$ cat src/blm_pkg.sv
// shared types, constants and threshold table for the battery level monitor
`timescale 1ns / 1ps

package blm_pkg;

    localparam int MAX_CELLS_DEF = 8;
    localparam int ADC_BITS_DEF  = 12;

    localparam int TYPE_W   = 2;
    localparam int GAIN_W   = 24;
    localparam int OFFSET_W = 28;
    localparam int MV_W     = 16;
    localparam int LVL_W    = 2;
    localparam int CELL_W   = 4;
    localparam int THR_W    = 34;
    localparam int ACC_W    = THR_W + CELL_W;
    localparam int SEL_W    = 3;

    localparam int PADDR_W  = 4;
    localparam int PDATA_W  = 32;

    // millivolt conversion: rounding bias, saturation limit, reciprocal of 15625
    localparam int REM_W     = 36;
    localparam int DIV_SHIFT = 6;
    localparam int RECIP_W   = 31;
    localparam int RECIP_S   = 44;
    localparam logic [REM_W-1:0]   ROUND_NV    = 36'd500000;
    localparam logic [REM_W-1:0]   MV_LIMIT_NV = 36'd65536000000;
    localparam logic [RECIP_W-1:0] RECIP_M     = 31'd1125899907;

    localparam logic [TYPE_W-1:0]   TYPE_RESET   = 2'd0;
    localparam logic [GAIN_W-1:0]   GAIN_RESET   = 24'd8268490;
    localparam logic [OFFSET_W-1:0] OFFSET_RESET = 28'd169868000;

    localparam logic [1:0] REG_CHEM_TYPE    = 2'd0;
    localparam logic [1:0] REG_ADC_GAIN     = 2'd1;
    localparam logic [1:0] REG_ADC_OFFSET   = 2'd2;

    localparam logic [TYPE_W-1:0] CHEM_LI_ION = 2'd0;
    localparam logic [TYPE_W-1:0] CHEM_LI_PO  = 2'd1;
    localparam logic [TYPE_W-1:0] CHEM_ALK    = 2'd2;

    localparam logic [LVL_W-1:0] LVL_CRIT = 2'd0;
    localparam logic [LVL_W-1:0] LVL_LOW  = 2'd1;
    localparam logic [LVL_W-1:0] LVL_OK   = 2'd2;

    localparam logic [SEL_W-1:0] THR_CRIT   = 3'd0;
    localparam logic [SEL_W-1:0] THR_LOW    = 3'd1;
    localparam logic [SEL_W-1:0] THR_FULL   = 3'd2;
    localparam logic [SEL_W-1:0] THR_CRIT_H = 3'd3;
    localparam logic [SEL_W-1:0] THR_LOW_H  = 3'd4;

    typedef struct packed {
        logic            busy;
        logic [MV_W-1:0] mv;
    } div_res_t;

    // per-cell threshold in nanovolts; the unused chemistry code takes the alkaline row
    function automatic logic [THR_W-1:0] thr_nv(input logic [TYPE_W-1:0] chem,
                                                input logic [SEL_W-1:0] sel);
        logic [THR_W-1:0] val;
        val = '0;
        case (chem)
            CHEM_LI_ION:
            begin
                case (sel)
                    THR_CRIT:   val = 34'd3200000000;
                    THR_LOW:    val = 34'd3400000000;
                    THR_FULL:   val = 34'd4300000000;
                    THR_CRIT_H: val = 34'd3400000000;
                    THR_LOW_H:  val = 34'd3600000000;
                    default:    val = '0;
                endcase
            end
            CHEM_LI_PO:
            begin
                case (sel)
                    THR_CRIT:   val = 34'd3400000000;
                    THR_LOW:    val = 34'd3600000000;
                    THR_FULL:   val = 34'd4300000000;
                    THR_CRIT_H: val = 34'd3600000000;
                    THR_LOW_H:  val = 34'd3800000000;
                    default:    val = '0;
                endcase
            end
            default:
            begin
                case (sel)
                    THR_CRIT:   val = 34'd7000000000;
                    THR_LOW:    val = 34'd7500000000;
                    THR_FULL:   val = 34'd9500000000;
                    THR_CRIT_H: val = 34'd7200000000;
                    THR_LOW_H:  val = 34'd7700000000;
                    default:    val = '0;
                endcase
            end
        endcase
        return val;
    endfunction

endpackage

$ cat src/blm_ifs.sv
// valid/ready channel interfaces for the battery level monitor
`timescale 1ns / 1ps

interface blm_in_if #(
    parameter int ADC_BITS = blm_pkg::ADC_BITS_DEF
);
    logic                valid;
    logic                ready;
    logic                command;
    logic [ADC_BITS-1:0] adc_raw;

    modport source (output valid, output command, output adc_raw, input ready);
    modport sink   (input valid, input command, input adc_raw, output ready);
endinterface

interface blm_out_if;
    logic                         valid;
    logic                         ready;
    logic [blm_pkg::MV_W-1:0]     voltage_mv;
    logic [blm_pkg::LVL_W-1:0]    level;
    logic [blm_pkg::CELL_W-1:0]   cells;

    modport source (output valid, output voltage_mv, output level, output cells, input ready);
    modport sink   (input valid, input voltage_mv, input level, input cells, output ready);
endinterface

$ cat src/blm_div.sv
// millivolt conversion: rounding, saturation and a registered reciprocal multiply
`timescale 1ns / 1ps

module blm_div #(
    parameter int V_W = blm_pkg::ADC_BITS_DEF + blm_pkg::GAIN_W + 1
) (
    input  logic              clk,
    input  logic              rst_n,
    input  logic              start,
    input  logic [V_W-1:0]    dividend,
    output blm_pkg::div_res_t res
);

    localparam int IN_W   = (V_W > blm_pkg::REM_W) ? V_W : blm_pkg::REM_W;
    localparam int Y_W    = blm_pkg::REM_W - blm_pkg::DIV_SHIFT;
    localparam int PROD_W = Y_W + blm_pkg::RECIP_W;
    localparam int Q_W    = blm_pkg::MV_W;

    logic             busy_reg, busy_next;
    logic             sat_reg, sat_next;
    logic [Y_W-1:0]   y_reg, y_next;
    logic [Q_W-1:0]   q_reg, q_next;

    logic [IN_W-1:0]   rem_start;
    logic [PROD_W-1:0] prod;

    assign rem_start = IN_W'(dividend) + IN_W'(blm_pkg::ROUND_NV);
    // nv / 1e6 is (nv / 64) / 15625, the second step by a fixed-point reciprocal
    assign prod      = PROD_W'(y_reg) * PROD_W'(blm_pkg::RECIP_M);

    always_comb
    begin
        busy_next = busy_reg;
        sat_next  = sat_reg;
        y_next    = y_reg;
        q_next    = q_reg;
        if (start)
        begin
            busy_next = 1'b1;
            // above the 16-bit range the result saturates
            sat_next  = rem_start >= IN_W'(blm_pkg::MV_LIMIT_NV);
            y_next    = rem_start[blm_pkg::REM_W-1:blm_pkg::DIV_SHIFT];
        end
        else if (busy_reg)
        begin
            busy_next = 1'b0;
            q_next    = sat_reg ? '1 : prod[blm_pkg::RECIP_S+Q_W-1:blm_pkg::RECIP_S];
        end
    end

    always_ff @(posedge clk or negedge rst_n)
    begin
        if (!rst_n)
        begin
            busy_reg <= 1'b0;
        end
        else
        begin
            busy_reg <= busy_next;
        end
    end

    always_ff @(posedge clk)
    begin
        sat_reg <= sat_next;
        y_reg   <= y_next;
        q_reg   <= q_next;
    end

    assign res.busy = busy_reg;
    assign res.mv   = q_reg;

endmodule

$ cat src/battery_level_monitor.sv
// battery level monitor top level: register port, sequencer and shared add/compare unit
`timescale 1ns / 1ps
//
// Input channel in_ch carries a command (0 sample, 1 detect cells) and a raw
// converter count; each accepted transfer yields exactly one transfer on out_ch
// with the pack voltage in millivolts, the battery level and the cell count.
// Registers chem_type, adc_gain_nv and adc_offset_nv sit on the APB port at
// byte addresses 0, 4 and 8; write them only while the block is idle.
// One item at a time: in_ch.ready is high only while the sequencer is idle.
// From accept to result: the gain multiply, a setup step, the shared adder loop
// and the load of the result; the millivolt conversion runs alongside the loop.
// Detection runs one add/compare step per candidate count (1 to MAX_CELLS);
// alkaline detection skips the loop. A sample adds the threshold once per cell
// and compares, and repeats this for the rise to ok when a low level does not
// fall to critical. The next transfer is taken only after the result loads.
// A finished result waits in the output register while out_ch.ready is low; the
// next item can be accepted meanwhile, and its result holds in the last state
// until the register frees up. Reset restores the register defaults, level ok
// and one cell.
//

module battery_level_monitor #(
    parameter int MAX_CELLS = blm_pkg::MAX_CELLS_DEF,
    parameter int ADC_BITS  = blm_pkg::ADC_BITS_DEF
) (
    input  logic                         clk,
    input  logic                         rst_n,
    blm_in_if.sink                       in_ch,
    blm_out_if.source                    out_ch,
    input  logic                         psel,
    input  logic                         penable,
    input  logic                         pwrite,
    input  logic [blm_pkg::PADDR_W-1:0]  paddr,
    input  logic [blm_pkg::PDATA_W-1:0]  pwdata,
    output logic [blm_pkg::PDATA_W-1:0]  prdata,
    output logic                         pready
);

    localparam int V_W   = ADC_BITS + blm_pkg::GAIN_W + 1;
    localparam int CMP_W = (V_W > blm_pkg::ACC_W) ? V_W : blm_pkg::ACC_W;
    localparam int ACC_W = blm_pkg::ACC_W;
    localparam int CELL_W = blm_pkg::CELL_W;

    typedef enum logic [6:0] {
        S_IDLE  = 7'b0000001,
        S_MUL   = 7'b0000010,
        S_SETUP = 7'b0000100,
        S_DET   = 7'b0001000,
        S_ACC   = 7'b0010000,
        S_CMP   = 7'b0100000,
        S_DONE  = 7'b1000000
    } state_t;

    state_t state_reg, state_next;

    logic [blm_pkg::TYPE_W-1:0]   type_reg, type_next;
    logic [blm_pkg::GAIN_W-1:0]   gain_reg, gain_next;
    logic [blm_pkg::OFFSET_W-1:0] offset_reg, offset_next;

    logic [blm_pkg::LVL_W-1:0]    level_reg, level_next;
    logic [CELL_W-1:0]            cells_reg, cells_next;
    logic                         out_valid_reg, out_valid_next;

    logic                         cmd_reg, cmd_next;
    logic [ADC_BITS-1:0]          raw_reg, raw_next;
    logic [V_W-1:0]               v_reg, v_next;
    logic [ACC_W-1:0]             acc_reg, acc_next;
    logic [CELL_W-1:0]            n_reg, n_next;
    logic [CELL_W-1:0]            cnt_reg, cnt_next;
    logic                         pass_reg, pass_next;
    logic [blm_pkg::MV_W-1:0]     out_mv_reg, out_mv_next;
    logic [blm_pkg::LVL_W-1:0]    out_level_reg, out_level_next;
    logic [CELL_W-1:0]            out_cells_reg, out_cells_next;

    logic                         in_xfer;
    logic                         cfg_wr;
    logic [1:0]                   reg_idx;
    logic                         div_start;
    blm_pkg::div_res_t            div_res;
    logic [blm_pkg::SEL_W-1:0]    thr_sel;
    logic [blm_pkg::THR_W-1:0]    addend;
    logic [ACC_W-1:0]             acc_sum;
    logic                         acc_lt_v;
    logic                         out_free;
    logic                         is_alk;

    assign in_xfer  = in_ch.valid && (state_reg == S_IDLE);
    assign cfg_wr   = psel && penable && pwrite;
    assign reg_idx  = paddr[3:2];
    assign out_free = !out_valid_reg || out_ch.ready;
    assign is_alk   = type_reg >= blm_pkg::CHEM_ALK;

    // threshold chosen by the current level and pass of the compare
    always_comb
    begin
        case (level_reg)
            blm_pkg::LVL_CRIT: thr_sel = blm_pkg::THR_CRIT_H;
            blm_pkg::LVL_LOW:  thr_sel = pass_reg ? blm_pkg::THR_LOW_H : blm_pkg::THR_CRIT;
            default:           thr_sel = blm_pkg::THR_LOW;
        endcase
    end

    // shared adder and comparator
    assign addend   = blm_pkg::thr_nv(type_reg,
                                      (state_reg == S_DET) ? blm_pkg::THR_FULL : thr_sel);
    assign acc_sum  = acc_reg + ACC_W'(addend);
    assign acc_lt_v = CMP_W'(acc_reg) < CMP_W'(v_reg);

    assign div_start = (state_reg == S_SETUP);

    blm_div #(
        .V_W (V_W)
    ) u_div (
        .clk      (clk),
        .rst_n    (rst_n),
        .start    (div_start),
        .dividend (v_reg),
        .res      (div_res)
    );

    always_comb
    begin
        state_next     = state_reg;
        type_next      = type_reg;
        gain_next      = gain_reg;
        offset_next    = offset_reg;
        level_next     = level_reg;
        cells_next     = cells_reg;
        out_valid_next = out_valid_reg;
        cmd_next       = cmd_reg;
        raw_next       = raw_reg;
        v_next         = v_reg;
        acc_next       = acc_reg;
        n_next         = n_reg;
        cnt_next       = cnt_reg;
        pass_next      = pass_reg;
        out_mv_next    = out_mv_reg;
        out_level_next = out_level_reg;
        out_cells_next = out_cells_reg;

        if (cfg_wr)
        begin
            unique case (reg_idx)
                blm_pkg::REG_CHEM_TYPE:    type_next   = pwdata[blm_pkg::TYPE_W-1:0];
                blm_pkg::REG_ADC_GAIN:     gain_next   = pwdata[blm_pkg::GAIN_W-1:0];
                blm_pkg::REG_ADC_OFFSET:   offset_next = pwdata[blm_pkg::OFFSET_W-1:0];
                default:                   ;
            endcase
        end

        if (out_valid_reg && out_ch.ready)
        begin
            out_valid_next = 1'b0;
        end

        unique case (state_reg)
            S_IDLE:
            begin
                if (in_xfer)
                begin
                    cmd_next   = in_ch.command;
                    raw_next   = in_ch.adc_raw;
                    state_next = S_MUL;
                end
            end
            S_MUL:
            begin
                v_next     = V_W'(raw_reg) * V_W'(gain_reg) + V_W'(offset_reg);
                state_next = S_SETUP;
            end
            S_SETUP:
            begin
                if (cmd_reg)
                begin
                    n_next   = CELL_W'(1);
                    acc_next = ACC_W'(blm_pkg::thr_nv(type_reg, blm_pkg::THR_FULL));
                    state_next = is_alk ? S_DONE : S_DET;
                end
                else
                begin
                    acc_next  = '0;
                    cnt_next  = cells_reg;
                    pass_next = 1'b0;
                    state_next = (level_reg == blm_pkg::LVL_CRIT ||
                                  level_reg == blm_pkg::LVL_LOW ||
                                  level_reg == blm_pkg::LVL_OK) ? S_ACC : S_DONE;
                end
            end
            S_DET:
            begin
                if ((n_reg < CELL_W'(MAX_CELLS)) && acc_lt_v)
                begin
                    n_next   = n_reg + 1'b1;
                    acc_next = acc_sum;
                end
                else
                begin
                    cells_next = n_reg;
                    state_next = S_DONE;
                end
            end
            S_ACC:
            begin
                // threshold times cell count by repeated addition
                if (cnt_reg != '0)
                begin
                    acc_next = acc_sum;
                    cnt_next = cnt_reg - 1'b1;
                end
                else
                begin
                    state_next = S_CMP;
                end
            end
            S_CMP:
            begin
                state_next = S_DONE;
                case (level_reg)
                    blm_pkg::LVL_CRIT:
                    begin
                        if (acc_lt_v)
                        begin
                            level_next = blm_pkg::LVL_LOW;
                        end
                    end
                    blm_pkg::LVL_LOW:
                    begin
                        if (!pass_reg)
                        begin
                            if (!acc_lt_v)
                            begin
                                level_next = blm_pkg::LVL_CRIT;
                            end
                            else
                            begin
                                // not critical: try the rise to ok
                                pass_next  = 1'b1;
                                acc_next   = '0;
                                cnt_next   = cells_reg;
                                state_next = S_ACC;
                            end
                        end
                        else if (acc_lt_v)
                        begin
                            level_next = blm_pkg::LVL_OK;
                        end
                    end
                    blm_pkg::LVL_OK:
                    begin
                        if (!acc_lt_v)
                        begin
                            level_next = blm_pkg::LVL_LOW;
                        end
                    end
                    default: ;
                endcase
            end
            S_DONE:
            begin
                if (!div_res.busy && out_free)
                begin
                    out_valid_next = 1'b1;
                    out_mv_next    = div_res.mv;
                    out_level_next = level_reg;
                    out_cells_next = cells_reg;
                    state_next     = S_IDLE;
                end
            end
            default:
            begin
                state_next = S_IDLE;
            end
        endcase
    end

    always_ff @(posedge clk or negedge rst_n)
    begin
        if (!rst_n)
        begin
            state_reg     <= S_IDLE;
            type_reg      <= blm_pkg::TYPE_RESET;
            gain_reg      <= blm_pkg::GAIN_RESET;
            offset_reg    <= blm_pkg::OFFSET_RESET;
            level_reg     <= blm_pkg::LVL_OK;
            cells_reg     <= CELL_W'(1);
            out_valid_reg <= 1'b0;
        end
        else
        begin
            state_reg     <= state_next;
            type_reg      <= type_next;
            gain_reg      <= gain_next;
            offset_reg    <= offset_next;
            level_reg     <= level_next;
            cells_reg     <= cells_next;
            out_valid_reg <= out_valid_next;
        end
    end

    always_ff @(posedge clk)
    begin
        cmd_reg       <= cmd_next;
        raw_reg       <= raw_next;
        v_reg         <= v_next;
        acc_reg       <= acc_next;
        n_reg         <= n_next;
        cnt_reg       <= cnt_next;
        pass_reg      <= pass_next;
        out_mv_reg    <= out_mv_next;
        out_level_reg <= out_level_next;
        out_cells_reg <= out_cells_next;
    end

    always_comb
    begin
        unique case (reg_idx)
            blm_pkg::REG_CHEM_TYPE:    prdata = blm_pkg::PDATA_W'(type_reg);
            blm_pkg::REG_ADC_GAIN:     prdata = blm_pkg::PDATA_W'(gain_reg);
            blm_pkg::REG_ADC_OFFSET:   prdata = blm_pkg::PDATA_W'(offset_reg);
            default:                   prdata = '0;
        endcase
    end

    assign pready = 1'b1;

    assign in_ch.ready       = (state_reg == S_IDLE);
    assign out_ch.valid      = out_valid_reg;
    assign out_ch.voltage_mv = out_mv_reg;
    assign out_ch.level      = out_level_reg;
    assign out_ch.cells      = out_cells_reg;

endmodule

$ cat src/flat_wrapper.sv
// flat-port wrapper written by rule: the top's interface ports become plain ports
module battery_level_monitor_flat 
#(
    parameter int MAX_CELLS = blm_pkg::MAX_CELLS_DEF,
    parameter int ADC_BITS  = blm_pkg::ADC_BITS_DEF
)
  (clk, rst_n, psel, penable, pwrite, paddr, pwdata, prdata, pready, in_ch_valid, in_ch_command, in_ch_adc_raw, in_ch_ready, out_ch_valid, out_ch_voltage_mv, out_ch_level, out_ch_cells, out_ch_ready);
  blm_in_if #(.ADC_BITS(ADC_BITS)) in_ch_i ();
  blm_out_if out_ch_i ();
  input  logic clk;
  input  logic rst_n;
  input  logic psel;
  input  logic penable;
  input  logic pwrite;
  input  logic [blm_pkg::PADDR_W-1:0] paddr;
  input  logic [blm_pkg::PDATA_W-1:0] pwdata;
  output logic [blm_pkg::PDATA_W-1:0] prdata;
  output logic pready;
  input wire logic [$bits(in_ch_i.valid)-1:0] in_ch_valid;
  input wire logic [$bits(in_ch_i.command)-1:0] in_ch_command;
  input wire logic [$bits(in_ch_i.adc_raw)-1:0] in_ch_adc_raw;
  output wire logic [$bits(in_ch_i.ready)-1:0] in_ch_ready;
  output wire logic [$bits(out_ch_i.valid)-1:0] out_ch_valid;
  output wire logic [$bits(out_ch_i.voltage_mv)-1:0] out_ch_voltage_mv;
  output wire logic [$bits(out_ch_i.level)-1:0] out_ch_level;
  output wire logic [$bits(out_ch_i.cells)-1:0] out_ch_cells;
  input wire logic [$bits(out_ch_i.ready)-1:0] out_ch_ready;
  assign in_ch_i.valid = in_ch_valid;
  assign in_ch_i.command = in_ch_command;
  assign in_ch_i.adc_raw = in_ch_adc_raw;
  assign in_ch_ready = in_ch_i.ready;
  assign out_ch_valid = out_ch_i.valid;
  assign out_ch_voltage_mv = out_ch_i.voltage_mv;
  assign out_ch_level = out_ch_i.level;
  assign out_ch_cells = out_ch_i.cells;
  assign out_ch_i.ready = out_ch_ready;
  battery_level_monitor #(.MAX_CELLS(MAX_CELLS), .ADC_BITS(ADC_BITS)) u_core (.clk(clk), .rst_n(rst_n), .in_ch(in_ch_i), .out_ch(out_ch_i), .psel(psel), .penable(penable), .pwrite(pwrite), .paddr(paddr), .pwdata(pwdata), .prdata(prdata), .pready(pready));
endmodule
$ cat config.mk
export PLATFORM = sky130hd
export DESIGN_NAME = battery_level_monitor_flat
export DESIGN_NICKNAME = d
export VERILOG_FILES = /design/src/blm_pkg.sv /design/src/blm_ifs.sv /design/src/blm_div.sv /design/src/battery_level_monitor.sv /design/src/flat_wrapper.sv
export SDC_FILE = /design/constraint.sdc
export NUM_CORES = 2
export LEC_CHECK = 0
export ABC_AREA = 1
export BUFFER_PORTS_ARGS = -buffer_cell sky130_fd_sc_hd__buf_2
export CAP_MARGIN = 20
export CELL_PAD_IN_SITES_DETAIL_PLACEMENT = 0
export CELL_PAD_IN_SITES_GLOBAL_PLACEMENT = 2
export CORE_ASPECT_RATIO = 0.6
export CORE_MARGIN = 2
export CORE_UTILIZATION = 40
export CTS_CLUSTER_DIAMETER = 100
export DETAILED_ROUTE_END_ITERATION = 12
export PLACE_DENSITY_LB_ADDON = 0.08
export SLEW_MARGIN = 0
export SYNTH_ARGS = -nofsm -noshare
export SYNTH_HDL_FRONTEND = slang
export SYNTH_SLANG_ARGS = --single-unit
$ cat constraint.sdc
create_clock -name clk -period 11.25 [get_ports clk]
set_clock_uncertainty 0.05 [all_clocks]
set_input_delay 1.125 -clock clk [delete_from_list [all_inputs] [get_ports clk]]
set_output_delay 1.125 -clock clk [all_outputs]
set_load 0.01 [all_outputs]
-- After elaboration in Yosys (flattened, before gate mapping)
Index checks and enable logic that the tools add are counted.
- bits of input ports: 56
- word-level logic and storage cells: 152
- flip-flop bits (word level): 235
- output and inout port bits: 57
- muxes and demuxes: 51
- add/sub/neg operators: 5
- reduce and logical (&&, ||, !) cells: 36
- multipliers: 2
- order comparisons: 4
- bitwise logic cells: 2
- eq/ne operators: 31
- operators by type and width (operator ; count):
    33-bit one-hot mux with 4 select lines ; 2
    38-bit 2-to-1 mux ; 5
    34-bit one-hot mux with 5 select lines ; 1
    38-bit one-hot mux with 4 select lines ; 1
    28-bit one-hot mux with 3 select lines ; 1
    7-bit 2-to-1 mux ; 10
    34-bit 2-to-1 mux ; 2
    34-bit one-hot mux with 2 select lines ; 1
    30-bit by 31-bit multiplier with 60-bit output (second input constant) ; 1
    7-bit one-hot mux with 7 select lines ; 1
    38-bit by 34-bit adder with 38-bit output ; 1
    38-bit by 37-bit < comparator with 1-bit output ; 1
    36-bit by 28-bit adder with 37-bit output ; 1
    37-bit by 19-bit adder with 37-bit output (second input constant) ; 1
    37-bit by 36-bit >= comparator with 1-bit output (second input constant) ; 1
    12-bit by 24-bit multiplier with 36-bit output ; 1
    4-bit 2-to-1 mux ; 7
    6-bit AND reduction ; 3
    2-bit by 1-bit inequality test with 1-bit output (second input constant) ; 7
    2-bit AND reduction ; 7
    2-bit inequality test (second input constant) ; 6
    4-bit one-hot mux with 3 select lines ; 1
    2-bit 2-to-1 mux ; 5
    1-bit 2-to-1 mux ; 8
    other kinds (35) ; 56

-- Depth between registers and ports, before layout
- word-level depth: 10
- mapped depth: 28
- depth with buffers taken out: 28

-- Cells and area by module
From an unflattened synthesis, not the netlist that was laid out.
- cell total of the unflattened synthesis: 4484
- area, all modules: 37463.4 um^2
- modules (own cells, without submodules) (module ; times used ; cells an instance ; sequential area each (um^2) ; area an instance (um^2)):
    battery_level_monitor ; 1 ; 2442 ; 5074.9 ; 19916.6
    blm_div ; 1 ; 2042 ; 1436.4 ; 17546.8

-- Worst setup path after synthesis
OpenSTA, ideal clock, no wires.
- path type: flip-flop to flip-flop
- start: register u_core.u_div.y_reg[4]
- end: register u_core.u_div.q_reg[2] (data pin)
- path buffers: 0
- library setup time: 262 ps
- required time: 10938 ps
- data arrival time: 6102 ps
- cell stages (with the launch flop): 24
- period minus slack after synthesis: 6414 ps
- path slack: 4836 ps
- cell sequence: edfxtp_1 -> inv_1 -> fa_1 -> inv_1 -> fa_1 -> inv_1 -> fa_1 -> fa_1 -> inv_1 -> fa_1 -> fa_1 -> fa_1 -> inv_1 -> fa_1 -> inv_1 -> ha_1 -> nand2_1 -> nor2_1 -> inv_1 -> nor3_1 -> nand3_1 -> or2_1 -> nand4_1 -> nand3_1
- word-level cells in the longest chain between the ends: 1
- RTL lines (element ; RTL line ; text):
    start, declared ; blm_div.sv:21 ; logic [Y_W-1:0] y_reg, y_next;
    start signal, assigned ; blm_div.sv:66 ; y_reg <= y_next;
    30-bit by 31-bit multiplier with 60-bit output ; blm_div.sv:29 ; assign prod = PROD_W'(y_reg) * PROD_W'(blm_pkg::RECIP_M);
    end signal, assigned ; blm_div.sv:67 ; q_reg <= q_next;
    end, declared ; blm_div.sv:22 ; logic [Q_W-1:0] q_reg, q_next;
Every way passes these cells.
A chain may end at the register's enable or synchronous reset.

-- Worst setup path after layout
- start: register u_core.u_div.y_reg[3]
- end: register u_core.u_div.q_reg[2] (data pin)
Same word-level chain as after synthesis.

==> reports/metrics.cfg <==
[synth]
syn-mean-instance-area_um2 = 8.398
synth-edff-count = 158
synth-seq-cells = 227
synthFlopType = edfxtp_1
synth_cells = 4412
syn_area_mm2 = 0.03705
yosys.cell_types.count = 57
asyncSetResetFlopFracSynth_pct = 30.40
ys_warns = 0
seq_total_area_yosys_pct = 17.57

[final_layout]
seqCellArea_mm2 = 0.006511
area_growth_from_synthesis_to_layout_pct = 7.713
number_of_flip_flops_in_the_largest_register = 37
final.fill_count = 9394
final_design_area_no_fill_mm2 = 0.03991
drive_gt1_share_pct = 5.637
design.final.nets = 5566
multi_input_comb_area_mm2 = 0.02611
diodes = 0

[grt]
initial_antenna_violation_count = 1
grt_first_pass_wirelength_um = 185900
grt_start_max_net_pins = 70
grt_pass1_vias = 28670
globalRouteOverflowTotal = 0
groute.usage.overall_pct = 26.48

[clocking]
cts.root.buffer_cell = clkbuf_16
post-cts-setup-buffer-count = 0
htreeDepth = 1
clock_tree_from_tritoncts = built
cts_repair_resize_count = 0
cts_buf_count = 26
cts.reportedPaths.clkPinSlew_ns = 0.07
buffer_levels_on_the_longest_clock_path = 3
clock-sinks = 227
postCtsHoldBufs = 0
worst_skew_pair.late_latency_ns = 0.63

[sta]
hold-worst-slack_ns = 0.3688
worst-slew-pin-transition_ns = 0.9989
finalCritPeriodShare_pct = 66.85
slew-limit-headroom_pct = 32.70
grt_setup_unrepaired = no
final_period_minus_worst_setup_slack_ns = 7.520
report.final.hold_viol_count = 0
slew_violations = 0
setup-violations-final = 0
setup_tns_ns = 0
clock.fmax_ghz = 0.1330

[min_path]
hold-path-endpoint = u_core.out_ch.voltage_mv[10]$_DFFE_PP_
min-delay-start = u_core.u_div.q_reg[10]$_SDFFCE_PP1P_
hold_path_class = reg2reg
hold_path_depth = 0

[setup_path]
critical_path.cell_chain = inv_1, fa_1, inv_1, fa_1, inv_1, fa_1, fa_1, inv_1, fa_1, fa_1, fa_1, inv_1, fa_1, inv_1, ha_1, nand2_1, nor2_1, inv_1, nor3_1, nand3_1, or2_1, nand4_1, nand3_1
cp_slowest_stage_delay_ns = 0.67
crit_start = u_core.u_div.y_reg[3]$_DFFE_PP_
worst_r2r_path_depth = 23
reg2reg_slack_ns = 3.73
cp_data_required_time_ns = 11.42
critical_path.endpoint_type = flop
critical_path.most_common_cell = fa_1
start_kind = flop
timing.critical_path.fanout_max = 7
reg2reg_to = u_core.u_div.q_reg[2]$_SDFFCE_PP1P_
worst-endpoint-arrival_ns = 7.69
critical_path.slowest_cell = edfxtp_1
critical_path_class = reg2reg
reg2reg_from = u_core.u_div.y_reg[3]$_DFFE_PP_

[route]
route.detailed.vias_per_inst = 4.993
count_of_unresolved_drc_violations_after_routing = 0
drtPass1Iterations = 5
antenna_violating_nets_post_route = 0
drt_first_iter_violations = 2308
detail_route.wl_per_cell_um = 21.39
vias = 28650
route.final.wire_length_um = 122700

[placed_design]
buffer_ports.inserted = 101
gp_congestion = 0.9835
post-dp-hpwl_um = 107300
placed_area_mm2 = 0.03897

[floorplan]
die_ht_um = 239.8
core_area_mm2 = 0.09179
floorplan.io_pins = 113
die_w_um = 396.9
cell_rows = 86
fp.dieArea_mm2 = 0.09516
initial_utilization_pct = 40.37

[flow_run]
max_cap_violations = 0

[outcome]
status = finished clean

-- layout make-up --
class	count	area share (%)
Clock inverter	20	0.6051
Multi-Input combinational cell	3009	65.41
Clock buffer	28	1.674
Inverter	1100	10.35
Timing Repair Buffer	122	1.787
Sequential cell	227	16.32
Tap cell	1232	3.862
-- critical path: cells and delay by family (launching register included) --
family / cells / cell delay, ns
buffers and inverters: 7 / 0.55
DFF: 1 / 0.67
and+or+nand+nor: 7 / 1.26
adders and majority gates: 9 / 4.57
-- cells by family (layout without fill, tap and decap cells) --
| kind of cell | after synthesis | in the layout | synth area share, % |
|---|---|---|---|
| buffers and inverters | 1179 | 1270 | 12.09 |
| other | 2 | 5 | 0.02027 |
| xor gates and xnor gates | 54 | 54 | 1.276 |
| and+or+nand+nor | 1485 | 1485 | 16.63 |
| adders and majority gates | 1024 | 1024 | 45.91 |
| DFF | 227 | 227 | 17.57 |
| AOI/OAI and AO/OA | 441 | 441 | 6.504 |
-- synth_stat cells (6+ instances only) --
cell type / number / area share (%)
inv_1: 1093 / 11
nand2_1: 916 / 9.3
fa_1: 559 / 30
ha_1: 465 / 16
nor2_1: 298 / 3.0
a21oi_1: 176 / 2.4
o21ai_0: 164 / 2.2
edfxtp_1: 158 / 13
nand3_1: 147 / 2.0
clkbuf_1: 62 / 0.63
dfrtp_1: 37 / 2.5
xor2_1: 37 / 0.87
nand4_1: 36 / 0.61
dfstp_2: 32 / 2.3
o22ai_1: 28 / 0.47
nor3_1: 24 / 0.32
a21o_1: 17 / 0.34
o21bai_1: 17 / 0.34
xnor2_1: 17 / 0.40
nor2_2: 9 / 0.15
a21boi_0: 8 / 0.16
buf_2: 8 / 0.11
o21ai_1: 8 / 0.11
buf_4: 7 / 0.14
nor4_1: 7 / 0.12
inv_2: 6 / 0.061
nand2_2: 6 / 0.10
nand3_2: 6 / 0.16
or2_2: 6 / 0.10
-- placed cells by master (no fill, tap or decap), drive strengths merged, types with 4 or more instances in the layout --
cell	netlist	routed
nand2	925	925
inv	1099	1104
nor3	26	26
a21oi	177	177
conb	2	5
or2	8	8
xor2	37	37
dfstp	32	32
xnor2	17	17
buf	17	122
o22ai	28	28
nand4	39	39
o21bai	17	17
nand3b	5	5
ha	465	465
a21o	17	17
a31oi	5	5
nor2	312	312
nor4	8	8
and2	4	4
a21boi	8	8
o21ai	173	173
dfrtp	37	37
edfxtp	158	158
clkinv	1	10
fa	559	559
clkbuf	62	28
nand3	153	153
-- worst max-delay path by stage --
stage	depth (start not counted)	to	slack, ns
final	23	u_core.u_div.q_reg[2]$_SDFFCE_PP1P_	3.73
after CTS	24	u_core.u_div.q_reg[4]$_SDFFCE_PP1P_	3.69
after detailed placement	24	u_core.u_div.q_reg[4]$_SDFFCE_PP1P_	3.76
after floorplan	23	u_core.u_div.q_reg[2]$_SDFFCE_PP1P_	4.84
after global routing	24	u_core.u_div.q_reg[4]$_SDFFCE_PP1P_	3.31
after global placement	23	u_core.u_div.q_reg[2]$_SDFFCE_PP1P_	3.81
-- metal layers --
| metal | vias up | wire length [µm] | part of all wire, % | GRT usage, % |
|---|---|---|---|---|
| met5 | - | 0 | 0 | 0 |
| met4 | 0 | 1159 | 0.94 | 2.569 |
| met3 | 58 | 10710 | 8.7 | 7.156 |
| met2 | 790 | 43700 | 36 | 33.13 |
| met1 | 14100 | 67160 | 55 | 44.70 |
| li1 | 13710 | - | - | - |
-- stage by stage --
| step | utilization (%) | worst slack, ns | cells |
|---|---|---|---|
| floorplan | - | 4.836 | 4415 |
| detailed placement | 42.46 | 3.758 | 5689 |
| global placement | 42.41 | 3.810 | 5687 |
| finish | 43.48 | 3.730 | 5738 |
| CTS | 43.45 | 3.690 | 5737 |
| global route | 43.48 | 3.305 | 5738 |
Power is left out: the tool's default activity adds up to more than one toggle a clock period on the data nets, which glitch-free logic cannot reach.
